`src/rtl/core/dsfr_pkg.sv`:
```
// Package for the DLE/STX frame receiver: sizes, control characters,
// and the structs passed between the parser, the frame store and the gatherer.
// No dependencies.
package dsfr_pkg;

  // Frame and store sizing
  localparam int FRAME_LIMIT = 24;
  localparam int STORE_DEPTH = 32;
  localparam int LANES       = 8;
  localparam int ROWS        = (STORE_DEPTH + LANES - 1) / LANES;
  localparam int ROW_AW      = (ROWS > 1) ? $clog2(ROWS) : 1;
  localparam int CNT_W       = 6;
  localparam int RCNT_W      = 5;
  localparam int HDR_BYTES   = 6;
  localparam int PAYLOAD_BYTES = 16;

  // Link control characters
  localparam logic [7:0] CH_DLE = 8'h10;
  localparam logic [7:0] CH_STX = 8'h02;
  localparam logic [7:0] CH_ETX = 8'h03;

  // One byte write into the frame store
  typedef struct packed {
    logic              en;
    logic [ROW_AW-1:0] row;
    logic [2:0]        lane;
    logic [7:0]        data;
  } wr_req_t;

  // End of a good-framed message: status and count at DLE ETX
  typedef struct packed {
    logic              fire;
    logic              status;
    logic [RCNT_W-1:0] count;
  } frame_end_t;

endpackage

```
`src/rtl/core/dle_stx_frame_receiver.sv`:
```
// Top level of the DLE/STX byte-stuffed frame receiver.
// Instantiates dsfr_parse, dsfr_mem and dsfr_gather; depends on dsfr_pkg.
//
// Usage:
//   Input channel (in_valid/in_ready/in_rx_byte) takes one raw link byte per transfer,
//   one byte per cycle when the result side keeps up, except that in_ready drops when a
//   frame ends four bytes after the previous frame end. DLE STX opens a frame, DLE DLE
//   stores a literal DLE, DLE ETX closes it. Stored bytes go into an eight-byte-wide store.
//   Result channel (out_valid/out_ready/out_*) carries one item per DLE ETX:
//   status (nonzero XOR checksum flags an error), six header bytes, sixteen
//   payload bytes and the stored byte count. Bytes not written by the frame
//   keep their earlier contents.
//   Result path: after the DLE ETX transfer the store port reads three rows,
//   one per cycle, then a holding buffer feeds the result register.
//   Stall: one result waits in the result register and one more in the holding
//   buffer; in_ready drops only when both are taken or about to be.
//   Reset: rst_n (synchronous, active low) returns to idle with no escape, and
//   the store reads as all zeros until written. No clearing pass is needed.
//   Overlong frames (more than 24 stored bytes) are dropped without a result.
module dle_stx_frame_receiver
  import dsfr_pkg::*;
(
  input  logic              clk,
  input  logic              rst_n,
  input  logic              in_valid,
  output logic              in_ready,
  input  logic [7:0]        in_rx_byte,
  output logic              out_valid,
  input  logic              out_ready,
  output logic              out_frame_status,
  output logic [7:0]        out_opcode,
  output logic [7:0]        out_frame_flags,
  output logic [7:0]        out_channel_number,
  output logic [7:0]        out_sequence_number,
  output logic [7:0]        out_event_class,
  output logic [7:0]        out_event_type,
  output logic [63:0]       out_payload_low,
  output logic [63:0]       out_payload_high,
  output logic [RCNT_W-1:0] out_received_count
);

  logic              acc;
  wr_req_t           wr;
  frame_end_t        fin;
  logic              rd_en;
  logic [ROW_AW-1:0] rd_row;
  logic [63:0]       rd_data;
  logic              take_ok;

  // Accept a byte on each input transfer
  assign in_ready = take_ok;
  assign acc      = in_valid && take_ok;

  dsfr_parse u_parse (
    .clk     (clk),
    .rst_n   (rst_n),
    .acc     (acc),
    .rx_byte (in_rx_byte),
    .wr      (wr),
    .fin     (fin)
  );

  dsfr_mem u_mem (
    .clk     (clk),
    .rst_n   (rst_n),
    .wr      (wr),
    .rd_en   (rd_en),
    .rd_row  (rd_row),
    .rd_data (rd_data)
  );

  dsfr_gather u_gather (
    .clk                 (clk),
    .rst_n               (rst_n),
    .fin                 (fin),
    .rd_data             (rd_data),
    .rd_en               (rd_en),
    .rd_row              (rd_row),
    .take_ok             (take_ok),
    .out_valid           (out_valid),
    .out_ready           (out_ready),
    .out_frame_status    (out_frame_status),
    .out_opcode          (out_opcode),
    .out_frame_flags     (out_frame_flags),
    .out_channel_number  (out_channel_number),
    .out_sequence_number (out_sequence_number),
    .out_event_class     (out_event_class),
    .out_event_type      (out_event_type),
    .out_payload_low     (out_payload_low),
    .out_payload_high    (out_payload_high),
    .out_received_count  (out_received_count)
  );

endmodule

```
`src/rtl/core/dsfr_mem.sv`:
```
// Frame store: rows of eight bytes, byte-wide writes, one registered row read.
// Per-byte valid flops make never-written bytes read as zero after reset.
// Depends on dsfr_pkg.
module dsfr_mem
  import dsfr_pkg::*;
(
  input  logic              clk,
  input  logic              rst_n,
  input  wr_req_t           wr,
  input  logic              rd_en,
  input  logic [ROW_AW-1:0] rd_row,
  output logic [63:0]       rd_data
);

  logic [63:0]             mem [ROWS];
  logic [ROWS-1:0][7:0]    vld_r;
  logic [63:0]             rd_data_r;
  logic [7:0]              rd_mask_r;

  // Write one byte lane of a row
  always_ff @(posedge clk) begin
    if (wr.en) begin
      mem[wr.row][wr.lane*8 +: 8] <= wr.data;
    end
  end

  // Track written bytes; reset clears the whole store view
  always_ff @(posedge clk) begin
    if (!rst_n) begin
      vld_r <= '0;
    end else if (wr.en) begin
      vld_r[wr.row][wr.lane] <= 1'b1;
    end
  end

  // Registered row read with its valid mask
  always_ff @(posedge clk) begin
    if (rd_en) begin
      rd_data_r <= mem[rd_row];
      rd_mask_r <= vld_r[rd_row];
    end
  end

  // Zero the bytes that were never written
  always_comb begin
    for (int i = 0; i < LANES; i++) begin
      rd_data[i*8 +: 8] = rd_data_r[i*8 +: 8] & {8{rd_mask_r[i]}};
    end
  end

endmodule

```
`src/rtl/core/dsfr_parse.sv`:
```
// Byte parser: DLE escape tracking, frame open/close, byte count and XOR checksum.
// Issues frame-store writes and a frame-end event. Depends on dsfr_pkg.
module dsfr_parse
  import dsfr_pkg::*;
(
  input  logic       clk,
  input  logic       rst_n,
  input  logic       acc,
  input  logic [7:0] rx_byte,
  output wr_req_t    wr,
  output frame_end_t fin
);

  logic             in_frame_r, in_frame_nxt;
  logic             esc_r, esc_nxt;
  logic [CNT_W-1:0] cnt_r, cnt_nxt;
  logic [7:0]       cks_r, cks_nxt;
  logic             store;
  logic             done;
  logic             in_range;

  assign in_range = ({1'b0, cnt_r} < (CNT_W + 1)'(STORE_DEPTH));

  // Decode one byte against the frame state
  always_comb begin
    in_frame_nxt = in_frame_r;
    esc_nxt      = esc_r;
    cnt_nxt      = cnt_r;
    cks_nxt      = cks_r;
    store        = 1'b0;
    done         = 1'b0;
    unique case (rx_byte)
      CH_DLE: begin
        if (!in_frame_r) begin
          esc_nxt = 1'b1;
        end else if (esc_r) begin
          store   = 1'b1;
          esc_nxt = 1'b0;
        end else begin
          esc_nxt = 1'b1;
        end
      end
      CH_STX: begin
        if (!in_frame_r) begin
          if (esc_r) begin
            in_frame_nxt = 1'b1;
            esc_nxt      = 1'b0;
            cnt_nxt      = '0;
            cks_nxt      = '0;
          end
        end else if (esc_r) begin
          in_frame_nxt = 1'b0;
          esc_nxt      = 1'b0;
          cnt_nxt      = '0;
          cks_nxt      = '0;
        end else begin
          store = 1'b1;
        end
      end
      CH_ETX: begin
        if (in_frame_r) begin
          if (esc_r) begin
            done         = 1'b1;
            in_frame_nxt = 1'b0;
            esc_nxt      = 1'b0;
            cnt_nxt      = '0;
            cks_nxt      = '0;
          end else begin
            store = 1'b1;
          end
        end
      end
      default: begin
        store = in_frame_r;
      end
    endcase

    // Advance count and checksum on a stored byte
    if (store) begin
      cnt_nxt = cnt_r + 1'b1;
      cks_nxt = cks_r ^ rx_byte;
    end

    // Drop an overlong frame
    if ({1'b0, cnt_nxt} > (CNT_W + 1)'(FRAME_LIMIT)) begin
      in_frame_nxt = 1'b0;
      esc_nxt      = 1'b0;
      cnt_nxt      = '0;
      cks_nxt      = '0;
    end
  end

  // Store write request at the current count
  assign wr.en   = acc && store && in_range;
  assign wr.row  = cnt_r[ROW_AW+2:3];
  assign wr.lane = cnt_r[2:0];
  assign wr.data = rx_byte;

  // Frame end event with status and count before clearing
  assign fin.fire   = acc && done;
  assign fin.status = (cks_r != 8'd0);
  assign fin.count  = cnt_r[RCNT_W-1:0];

  // Hold state between transfers
  always_ff @(posedge clk) begin
    if (!rst_n) begin
      in_frame_r <= 1'b0;
      esc_r      <= 1'b0;
      cnt_r      <= '0;
      cks_r      <= '0;
    end else if (acc) begin
      in_frame_r <= in_frame_nxt;
      esc_r      <= esc_nxt;
      cnt_r      <= cnt_nxt;
      cks_r      <= cks_nxt;
    end
  end

endmodule

```
`src/rtl/core/dsfr_gather.sv`:
```
// Result gatherer: reads the three header/payload rows after a frame end,
// collects them in a holding buffer and presents the result register.
// Depends on dsfr_pkg.
module dsfr_gather
  import dsfr_pkg::*;
(
  input  logic              clk,
  input  logic              rst_n,
  input  frame_end_t        fin,
  input  logic [63:0]       rd_data,
  output logic              rd_en,
  output logic [ROW_AW-1:0] rd_row,
  output logic              take_ok,
  output logic              out_valid,
  input  logic              out_ready,
  output logic              out_frame_status,
  output logic [7:0]        out_opcode,
  output logic [7:0]        out_frame_flags,
  output logic [7:0]        out_channel_number,
  output logic [7:0]        out_sequence_number,
  output logic [7:0]        out_event_class,
  output logic [7:0]        out_event_type,
  output logic [63:0]       out_payload_low,
  output logic [63:0]       out_payload_high,
  output logic [RCNT_W-1:0] out_received_count
);

  // Read phases; row codes of the gathered rows
  localparam logic [1:0] PH_IDLE = 2'd0;
  localparam logic [1:0] PH_ROW2 = 2'd3;
  localparam logic [1:0] ROW_0   = 2'd0;
  localparam logic [1:0] ROW_1   = 2'd1;
  localparam logic [1:0] ROW_2   = 2'd2;

  logic [1:0]        ph_r;
  logic              cap_vld_r;
  logic [1:0]        cap_row_r;
  logic              pend_status_r;
  logic [RCNT_W-1:0] pend_cnt_r;

  logic [63:0]       g0_r, g1_r;
  logic [47:0]       g2_r;
  logic              g_status_r;
  logic [RCNT_W-1:0] g_cnt_r;
  logic              gbuf_vld_r;

  logic              out_vld_r;
  logic              busy;
  logic              land;
  logic              move;
  logic [1:0]        occ;
  logic [1:0]        occ_left;

  // Sequence the row reads: one row per cycle after the frame end
  always_ff @(posedge clk) begin
    if (!rst_n) begin
      ph_r      <= PH_IDLE;
      cap_vld_r <= 1'b0;
    end else begin
      cap_vld_r <= rd_en;
      if (fin.fire) begin
        ph_r <= PH_IDLE + 2'd1;
      end else if (ph_r == PH_ROW2) begin
        ph_r <= PH_IDLE;
      end else if (ph_r != PH_IDLE) begin
        ph_r <= ph_r + 2'd1;
      end
    end
  end

  assign rd_en  = (ph_r != PH_IDLE);
  assign rd_row = ROW_AW'(ph_r - 2'd1);

  // Tag the row in flight and latch the frame-end status and count
  always_ff @(posedge clk) begin
    cap_row_r <= ph_r - 2'd1;
    if (fin.fire) begin
      pend_status_r <= fin.status;
      pend_cnt_r    <= fin.count;
    end
  end

  assign land = cap_vld_r && (cap_row_r == ROW_2);
  assign move = gbuf_vld_r && (!out_vld_r || out_ready);

  // Capture the returning rows into the holding buffer
  always_ff @(posedge clk) begin
    if (cap_vld_r) begin
      unique case (cap_row_r)
        ROW_0:   g0_r <= rd_data;
        ROW_1:   g1_r <= rd_data;
        default: g2_r <= rd_data[47:0];
      endcase
    end
    if (land) begin
      g_status_r <= pend_status_r;
      g_cnt_r    <= pend_cnt_r;
    end
  end

  // Holding buffer occupancy: landing wins over a move out
  always_ff @(posedge clk) begin
    if (!rst_n) begin
      gbuf_vld_r <= 1'b0;
    end else if (land) begin
      gbuf_vld_r <= 1'b1;
    end else if (move) begin
      gbuf_vld_r <= 1'b0;
    end
  end

  // Result register
  always_ff @(posedge clk) begin
    if (!rst_n) begin
      out_vld_r <= 1'b0;
    end else if (move) begin
      out_vld_r <= 1'b1;
    end else if (out_ready) begin
      out_vld_r <= 1'b0;
    end
  end

  always_ff @(posedge clk) begin
    if (move) begin
      out_frame_status    <= g_status_r;
      out_opcode          <= g0_r[7:0];
      out_frame_flags     <= g0_r[15:8];
      out_channel_number  <= g0_r[23:16];
      out_sequence_number <= g0_r[31:24];
      out_event_class     <= g0_r[39:32];
      out_event_type      <= g0_r[47:40];
      out_payload_low     <= {g1_r[47:0], g0_r[63:48]};
      out_payload_high    <= {g2_r, g1_r[63:48]};
      out_received_count  <= g_cnt_r;
    end
  end

  assign out_valid = out_vld_r;

  // Admit a byte only while a further result still has a slot to land in
  assign busy     = (ph_r != PH_IDLE) || cap_vld_r;
  assign occ      = 2'(out_vld_r) + 2'(gbuf_vld_r) + 2'(busy);
  assign occ_left = occ - 2'(out_vld_r && out_ready);
  assign take_ok  = (occ_left < 2'd2);

endmodule

```
`config.mk`:
```
export PLATFORM = sky130hd
export DESIGN_NAME = dle_stx_frame_receiver
export DESIGN_NICKNAME = d
export VERILOG_FILES = /design/src/rtl/core/dsfr_pkg.sv /design/src/rtl/core/dle_stx_frame_receiver.sv /design/src/rtl/core/dsfr_mem.sv /design/src/rtl/core/dsfr_parse.sv /design/src/rtl/core/dsfr_gather.sv
export SDC_FILE = /design/constraint.sdc
export NUM_CORES = 1
export LEC_CHECK = 0
export BUFFER_PORTS_ARGS = -buffer_cell sky130_fd_sc_hd__clkbuf_2
export CAP_MARGIN = 10
export CORE_ASPECT_RATIO = 0.5
export CORE_UTILIZATION = 40
export CTS_CLUSTER_SIZE = 12
export DETAILED_ROUTE_END_ITERATION = 10
export GPL_TIMING_DRIVEN = 0
export PLACE_DENSITY = 0.68
export SLEW_MARGIN = 20
export SYNTH_ARGS = -nofsm -noshare
export SYNTH_HDL_FRONTEND = slang
export SYNTH_SLANG_ARGS = --single-unit
```
`constraint.sdc`:
```
create_clock -name clk -period 18.4 [get_ports clk]
set_input_delay 1.84 -clock clk [delete_from_list [all_inputs] [get_ports clk]]
set_output_delay 1.84 -clock clk [all_outputs]
set_load 0.02 [all_outputs]
```
==> out/results.tsv, run 1 <==
stage	metric	value	unit
synth	syn-instance-count	1282	
timing	final-setup-viol-count	0	
finish	drive_above_1_share	26.2	%
grt	grtUsageTotal	14.5	%
detailed_routing	routed_via_density	4.86	
worst_setup_path	required	16.56	ns
timing	fin_crit	5.32	ns
power	p_leak	9.83	nW
clocking	cts.repair.resized	0	
timing	hold_viol	0	
worst_setup_path	arrival	3.48	ns
worst_setup_path	r2r-end	u_mem.mem[0][59]	
finish	seq_area	22100	um^2
worst_setup_path	r2r_start	u_gather.ph_r[0]	
synth	synth-simple-area-share	6.43	%
synth	ys.flop_type	edfxtp_1	
clocking	clk_latency	0.61	ns
detailed_routing	first_iter_violations	971	
synth	synth.net_count	1303	
clocking	cts.sinks	753	
synth	syn_area_per_cell	20.6	um^2
synth	synth-xor-area-share	0.194	%
detailed_routing	vias	12200	
die	start_util	40.5	%
clocking	cts_tree	done	
worst_setup_path	path_max_fanout	6	
grt	antenna_found_initial	1	
detailed_routing	dr.pass1.iters	5	
synth	ys_ff_latch	753	
finish	fin_area	31000	um^2
hold_path	min_path_type	flip-flop to flip-flop	
grt	overflow	0	
finish	layout_commonest_cell	edfxtp_1	
timing	fin_tns_setup	0	ns
finish	multi_input_area	4160	um^2
timing	fin_crit_sh	28.9	%
finish	areaGrowthSynthToFinish	17.4	%
grt	grt_max_degree	42	
finish	layout_common_cells	edfxtp_1 (698), clkbuf_2 (196), and2_1 (120), nor2_1 (90), clkbuf_16 (76)	
clocking	cts.htree.levels	3	
detailed_routing	post_drt_wl_per_cell	19.5	um
timing	slew_headroom	22.3	%
finish	utilization	47.6	%
run_status	status	completed	
die	dieHeight	184	um
clocking	postCtsHoldBufs	0	
clocking	cts_made_buffers	74	
timing	slew_viol_final	0	
grt	grt_pass1_wl	72200	um
worst_setup_path	critPathCapture	in_ready	
synth	synth_seq_area_share	83.5	%
synth	synthMuxAreaShare	6.25	%
worst_setup_path	endpoint_kind	output port	
clocking	cts_max_path_buffers	3	
worst_setup_path	crit_path_start_kind	primary input	
placed_design	dp_hpwl	32100	um
die	core	65200	um^2
timing	rsz0062_at_grt	no	
synth	synth_cell_types	59	
timing	fin_hold_ws	0.409	ns
power	powerDensity	117	nW/um^2
die	num_rows	66	
detailed_routing	drc	0	
synth	synth_edf_count	698	
power	irDropWorstVdd	0.0000666	V
die	io_pins	196	
placed_design	portBuffers	194	
die	dieArea	67100	um^2
finish	final_nets	1594	
detailed_routing	ant_nets	0	
synth	synth_fa_ha_area_share	0.426	%
finish	fillers	5305	
placed_design	placedInstanceArea	28900	um^2
worst_setup_path	regToRegSetupSlack	14.20	ns
synth	synth_top_family_by_area	simple AND/OR/NAND/NOR gates	
detailed_routing	drt_wl_total	48700	um
timing	fin_skew	0.0292	ns
worst_setup_path	crit_start	out_ready	
grt	first_global_vias	12100	
timing	worst_pin_slew	1.16	ns
worst_setup_path	path_class	primary input to output port	
synth	async_reset_ff_share	0	%
timing	fmax	188	MHz
synth	ys_warn_count	0	
synth	syn_area	26400	um^2
worst_setup_path	ff2ff_path_depth	11	
die	die_w	365	um
synth	synth_compound_area_share	2.29	%
clocking	clk_pin_slew	0.06	ns
clocking	cts_setup_buffers	0	
run	maxCapViolations	0	
power	fin_total_pwr	3.62	mW
placed_design	gp_congestion	0.834	
clocking	clock-root-buffer	clkbuf_16	
==> synthesized netlist by cell type (all sizes together), types with 2 or more instances <==
| cell type | number | area, um^2 |
|---|---|---|
| nor3 | 10 | 55.1 |
| o2bb2ai | 10 | 144 |
| inv | 13 | 48.8 |
| ha | 9 | 113 |
| nor2b | 4 | 25.0 |
| mux2i | 3 | 30.0 |
| clkbuf | 23 | 87.6 |
| nor3b | 2 | 15.0 |
| xnor2 | 2 | 17.5 |
| nand2b | 16 | 100 |
| nand4 | 3 | 18.8 |
| nor2 | 91 | 342 |
| nor4 | 7 | 58.8 |
| or2 | 5 | 31.3 |
| o211ai | 2 | 20.0 |
| nand3 | 10 | 55.1 |
| o21a | 21 | 158 |
| dfxtp | 55 | 1100 |
| o21ai | 16 | 83.8 |
| a22oi | 2 | 28.8 |
| xor2 | 3 | 33.8 |
| nand2 | 22 | 85.1 |
| and2 | 122 | 766 |
| a21oi | 19 | 95.1 |
| buf | 20 | 103 |
| and3 | 5 | 31.3 |
| nor4b | 2 | 17.5 |
| mux4 | 72 | 1620 |
| edfxtp | 698 | 21000 |
==> worst max-delay path, cell delays in order <==
cell and delay [ns]:
clkbuf_2 0.08, and2_1 0.13, ha_1 0.26, inv_1 0.04
ha_1 0.26, a21oi_1 0.21, xor2_2 0.40, clkbuf_2 0.25
==> routing by layer <==
metal | global-route usage, % | vias up | part of all wire [%]
li1 | - | 5574 | -
met1 | 18.8 | 6212 | 42
met2 | 24.0 | 297 | 50
met3 | 3.75 | 89 | 5.6
met4 | 4.64 | 0 | 2.4
met5 | 0 | - | 0
==> state kept, by name (all words and copies together) (netlist names), 32 cells and up <==
register	flops
u_gather.out_payload_high	64
u_gather.out_payload_low	64
u_gather.g1_r	64
u_mem.rd_data_r	64
u_mem.mem	256
u_mem.vld_r	32
u_gather.g2_r	48
u_gather.g0_r	64
==> cell type report <==
type                    instances  area share (%)
flip-flops and latches        753            71.1
multi-input cells             473            13.4
clock buffers                 110            6.57
repair buffers                215            4.18
well taps                     884            3.56
plain buffers                  43           0.617
clock inverters                 9           0.387
inverters                      13           0.165
diodes                          2          0.0161
==> logic make-up after synthesis <==
family	after synthesis
AND/OR/NAND/NOR	308
adder cells (fa/ha/maj)	9
XOR/XNOR	5
AO/OA/AOI/OAI	76
flip-flops	753
multiplexers	75
buffers and inverters	56
==> worst min path at each step <==
stage	cells after the start	startpoint	slack, ns	endpoint
2_1_floorplan	0	u_gather.pend_cnt_r[0]	0.40	u_gather.g_cnt_r[0]
3_3_place_gp	0	u_gather.g0_r[4]	0.40	u_gather.out_opcode[4]
3_5_place_dp	0	u_gather.g0_r[42]	0.40	u_gather.out_event_type[2]
4_1_cts	0	u_gather.g1_r[36]	0.41	u_gather.out_payload_low[52]
5_1_grt	0	u_gather.g2_r[0]	0.42	u_gather.out_payload_high[16]
6_report	0	u_gather.g1_r[36]	0.41	u_gather.out_payload_low[52]
==> stage by stage <==
| step | instances | setup slack, ns |
|---|---|---|
| after floorplan | 1282 | 8.22 |
| after global placement | 2360 | 5.07 |
| after detailed placement | 2381 | 13.05 |
| after CTS | 2500 | 13.06 |
| after global routing | 2500 | 13.00 |
| final | 2502 | 13.08 |
==> where the power goes <==
part,switching [mW],total [mW],internal (mW),leakage (nW)
registers,0.0198,1.97,1.95,6.51
logic,0.177,0.274,0.0970,2.28
clock network,0.596,1.38,0.780,1.04
Note: power is estimated with default switching activity, not from simulation.
==> inputs of run 2 (changes only) <==
ABC_AREA = 1   (was default)
PLACE_DENSITY = 0.7   (was 0.68)
clock period = 4.75 ns   (was 18.4 ns; I/O delays follow)
==> run 2 against run 1 <==
  * Synthesized cell count is 42% higher
  * Clock-buffer cell count is 15 lower
  * Register-to-register slack worse by 14 ns
  * Critical path type is now flip-flop to flip-flop
  * Critical path depth is 6 higher
  * The run now ends with DRC left
  * Clock skew is 0.012 ns lower
  * Non-clock buffer count is 25 higher
  * First-iteration DRC count is 72% higher
  * Combinational power grew to 12 times the previous value
  * Largest power group unchanged
==> out/results.tsv, run 2 <==
stage	metric	value	unit
run_status	status	finished, violations left	
run_status	violations	DRC	
run	maxCapViolations	0	
timing	slew_headroom	39.5	%
worst_setup_path	r2r-end	u_mem.mem[3][5]	
power	powerDensity	539	nW/um^2
finish	layout_commonest_cell	edfxtp_1	
finish	final_nets	2133	
clocking	clk_pin_slew	0.06	ns
synth	yosysTopAreaCellShare	77.6	%
worst_setup_path	endpoint_kind	flip-flop	
clocking	postCtsHoldBufs	0	
grt	grtUsageTotal	16.5	%
synth	async_reset_ff_share	0	%
timing	slew_viol_final	0	
clocking	cts_max_path_buffers	3	
worst_setup_path	path_class	flip-flop to flip-flop	
grt	antenna_found_initial	1	
detailed_routing	drc	7	
finish	largest_register_ffs	256	
placed_design	place_ws	-0.868	ns
timing	final-setup-viol-count	0	
finish	multi_input_area	4180	um^2
synth	synth_common_cells	edfxtp_1 (698), nor2_1 (276), nand2_1 (171)	
hold_path	hold_depth	3	
power	irDropWorstVdd	0.000354	V
power	p_leak	11.0	nW
clocking	cts_made_buffers	74	
grt	grt_pass1_wl	84600	um
finish	fillers	5450	
grt	overflow	0	
hold_path	hold_start	rst_n	
die	core	65900	um^2
worst_setup_path	r2r_start	u_gather.ph_r[0]	
worst_setup_path	path_max_fanout	34	
synth	syn-instance-count	1821	
worst_setup_path	regToRegSetupSlack	0.32	ns
timing	fin_crit	4.43	ns
clocking	clk_latency	0.61	ns
synth	synth_top_area_cell	edfxtp_1	
worst_setup_path	arrival	4.71	ns
timing	worst_pin_slew	0.904	ns
synth	yosysMostFrequentCell	edfxtp_1	
detailed_routing	post_drt_wl_per_cell	18.9	um
synth	syn_area_per_cell	14.8	um^2
clocking	cts.sinks	753	
synth	synth_edf_count	698	
finish	utilization	48.2	%
timing	setup_slack	0.317	ns
clocking	cts.htree.levels	3	
timing	hold_viol	0	
synth	syn_area	27000	um^2
worst_setup_path	ff2ff_path_depth	14	
finish	drive_above_1_share	18.1	%
die	start_util	41.0	%
timing	fmax	226	MHz
hold_path	min_path_type	primary input to flip-flop	
synth	ys_ff_latch	753	
finish	seq_area	22100	um^2
finish	layout_common_cells	edfxtp_1 (698), nor2_1 (257), clkbuf_2 (195), nand2_1 (171), o21ai_0 (143)	
detailed_routing	drt_wl_total	57300	um
grt	first_global_vias	14400	
synth	synth.net_count	1842	
die	dieArea	68600	um^2
placed_design	gp_congestion	1.03	
synth	synth_seq_area_share	81.7	%
placed_design	dp_hpwl	38100	um
finish	n_antenna_cell	0	
detailed_routing	first_iter_violations	1674	
worst_setup_path	crit_path_start_kind	flip-flop	
finish	regMostFlops	u_mem.mem	
detailed_routing	dr.pass1.iters	9	
synth	synth_cell_types	40	
hold_path	min_to	u_parse.esc_r	
detailed_routing	ant_nets	0	
grt	grt_max_degree	45	
clocking	clock-root-buffer	clkbuf_16	
finish	areaGrowthSynthToFinish	17.7	%
clocking	cts_tree	done	
die	io_pins	196	
die	dieHeight	186	um
die	num_rows	66	
synth	yosys-top-cells-area	edfxtp_1 (78%), dfxtp_1 (4.1%), nor2_1 (3.8%), o21ai_0 (2.6%), nand2_1 (2.4%)	
synth	ys_warn_count	0	
die	die_w	369	um
detailed_routing	routed_via_density	5.02	
timing	rsz0062_at_grt	no	
worst_setup_path	required	5.03	ns
synth	ys.flop_type	edfxtp_1	
placed_design	portBuffers	194	
timing	fin_crit_sh	93.3	%
detailed_routing	vias	15200	
timing	fin_skew	0.0169	ns
==> run 2: changes by cell type in the layout (fill, tap and decap cells not counted), sizes merged, moves of 16 or more <==
cell | previous run | this run
clkbuf | 328 | 349
mux4 | 72 | 0
a21oi | 19 | 64
nand3 | 10 | 40
nand2b | 16 | 0
o21ai | 16 | 146
inv | 16 | 160
nand2 | 22 | 185
nor2 | 91 | 289
o22ai | 1 | 65
and2 | 122 | 0
o21a | 21 | 5
==> run 2: how the worst max path moves through the flow <==
stage	start	end	slack, ns	depth (start not counted)
2_1_floorplan	u_gather.ph_r[0]	u_mem.mem[1][10]	0.23	13
3_3_place_gp	u_gather.ph_r[0]	u_mem.mem[1][12]	-2.03	13
3_5_place_dp	u_gather.ph_r[0]	u_mem.mem[3][3]	-0.87	15
4_1_cts	u_gather.ph_r[0]	u_mem.mem[3][5]	0.02	14
5_1_grt	u_gather.ph_r[0]	u_mem.mem[3][5]	0.13	14
6_report	u_gather.ph_r[0]	u_mem.mem[3][5]	0.32	14
==> run 2: final cells by class <==
class,count,area share (%)
clock inverter,10,0.402
buffer,67,0.953
timing repair buffer,216,4.46
clock buffer,95,6.21
inverter,160,1.94
sequential,753,69.4
multi-input combinational,840,13.1
tap,884,3.48
==> run 2: cell families after synthesis <==
kind of cell               count (synthesis)  synth area share (%)
buffers and inverters                    228                  3.38
AOI/OAI and AO/OA                        283                  5.67
and+or+nand+nor                          546                  8.77
adders and majority gates                  9                 0.417
xor gates and xnor gates                   2                0.0927
DFF                                      753                  81.7
==> run 2: metrics by stage <==
stage                     hold slack (ns)  area, um^2  power [mW]  setup TNS (ns)  cells
after global routing               0.0917       31800        17.9               0   3025
after global placement              0.401       29100        11.8         -638.99   2899
final                               0.117       31800        17.1               0   3025
after floorplan                     0.400       27000        10.6               0   1821
after CTS                          0.0869       31700        17.2               0   3025
after detailed placement            0.405       29600        12.0         -156.07   2921
==> run 2: routing by layer <==
layer | routed length [um] | track usage (%)
met5 | 17 | 0
met4 | 1570 | 5.63
met3 | 4700 | 4.80
met2 | 27000 | 25.9
met1 | 23900 | 21.9
==> run 2: worst max-delay path, cell delays in order (launching register included) <==
cell and delay, ns:
dfxtp_2 0.39, buf_2 0.24, inv_2 0.33, clkbuf_2 0.37, ha_1 0.39, inv_6 0.19, o21ai_1 0.19, nand2_1 0.11
xnor2_2 0.18, nand2_2 0.22, nor3_4 0.37, inv_4 0.16, nor2_2 0.31, inv_1 0.28, nor2_4 0.33
==> run 2: power breakdown <==
group	internal (mW)	switching [mW]
registers	8.37	0.186
logic	0.821	2.45
clock network	2.97	2.33
==> run 2: timing repair <==
item	4_1_cts	5_1_grt
pin swaps	0	0
gates resized for setup	12	20
setup endpoints to repair	259	232
buffers inserted	0	0
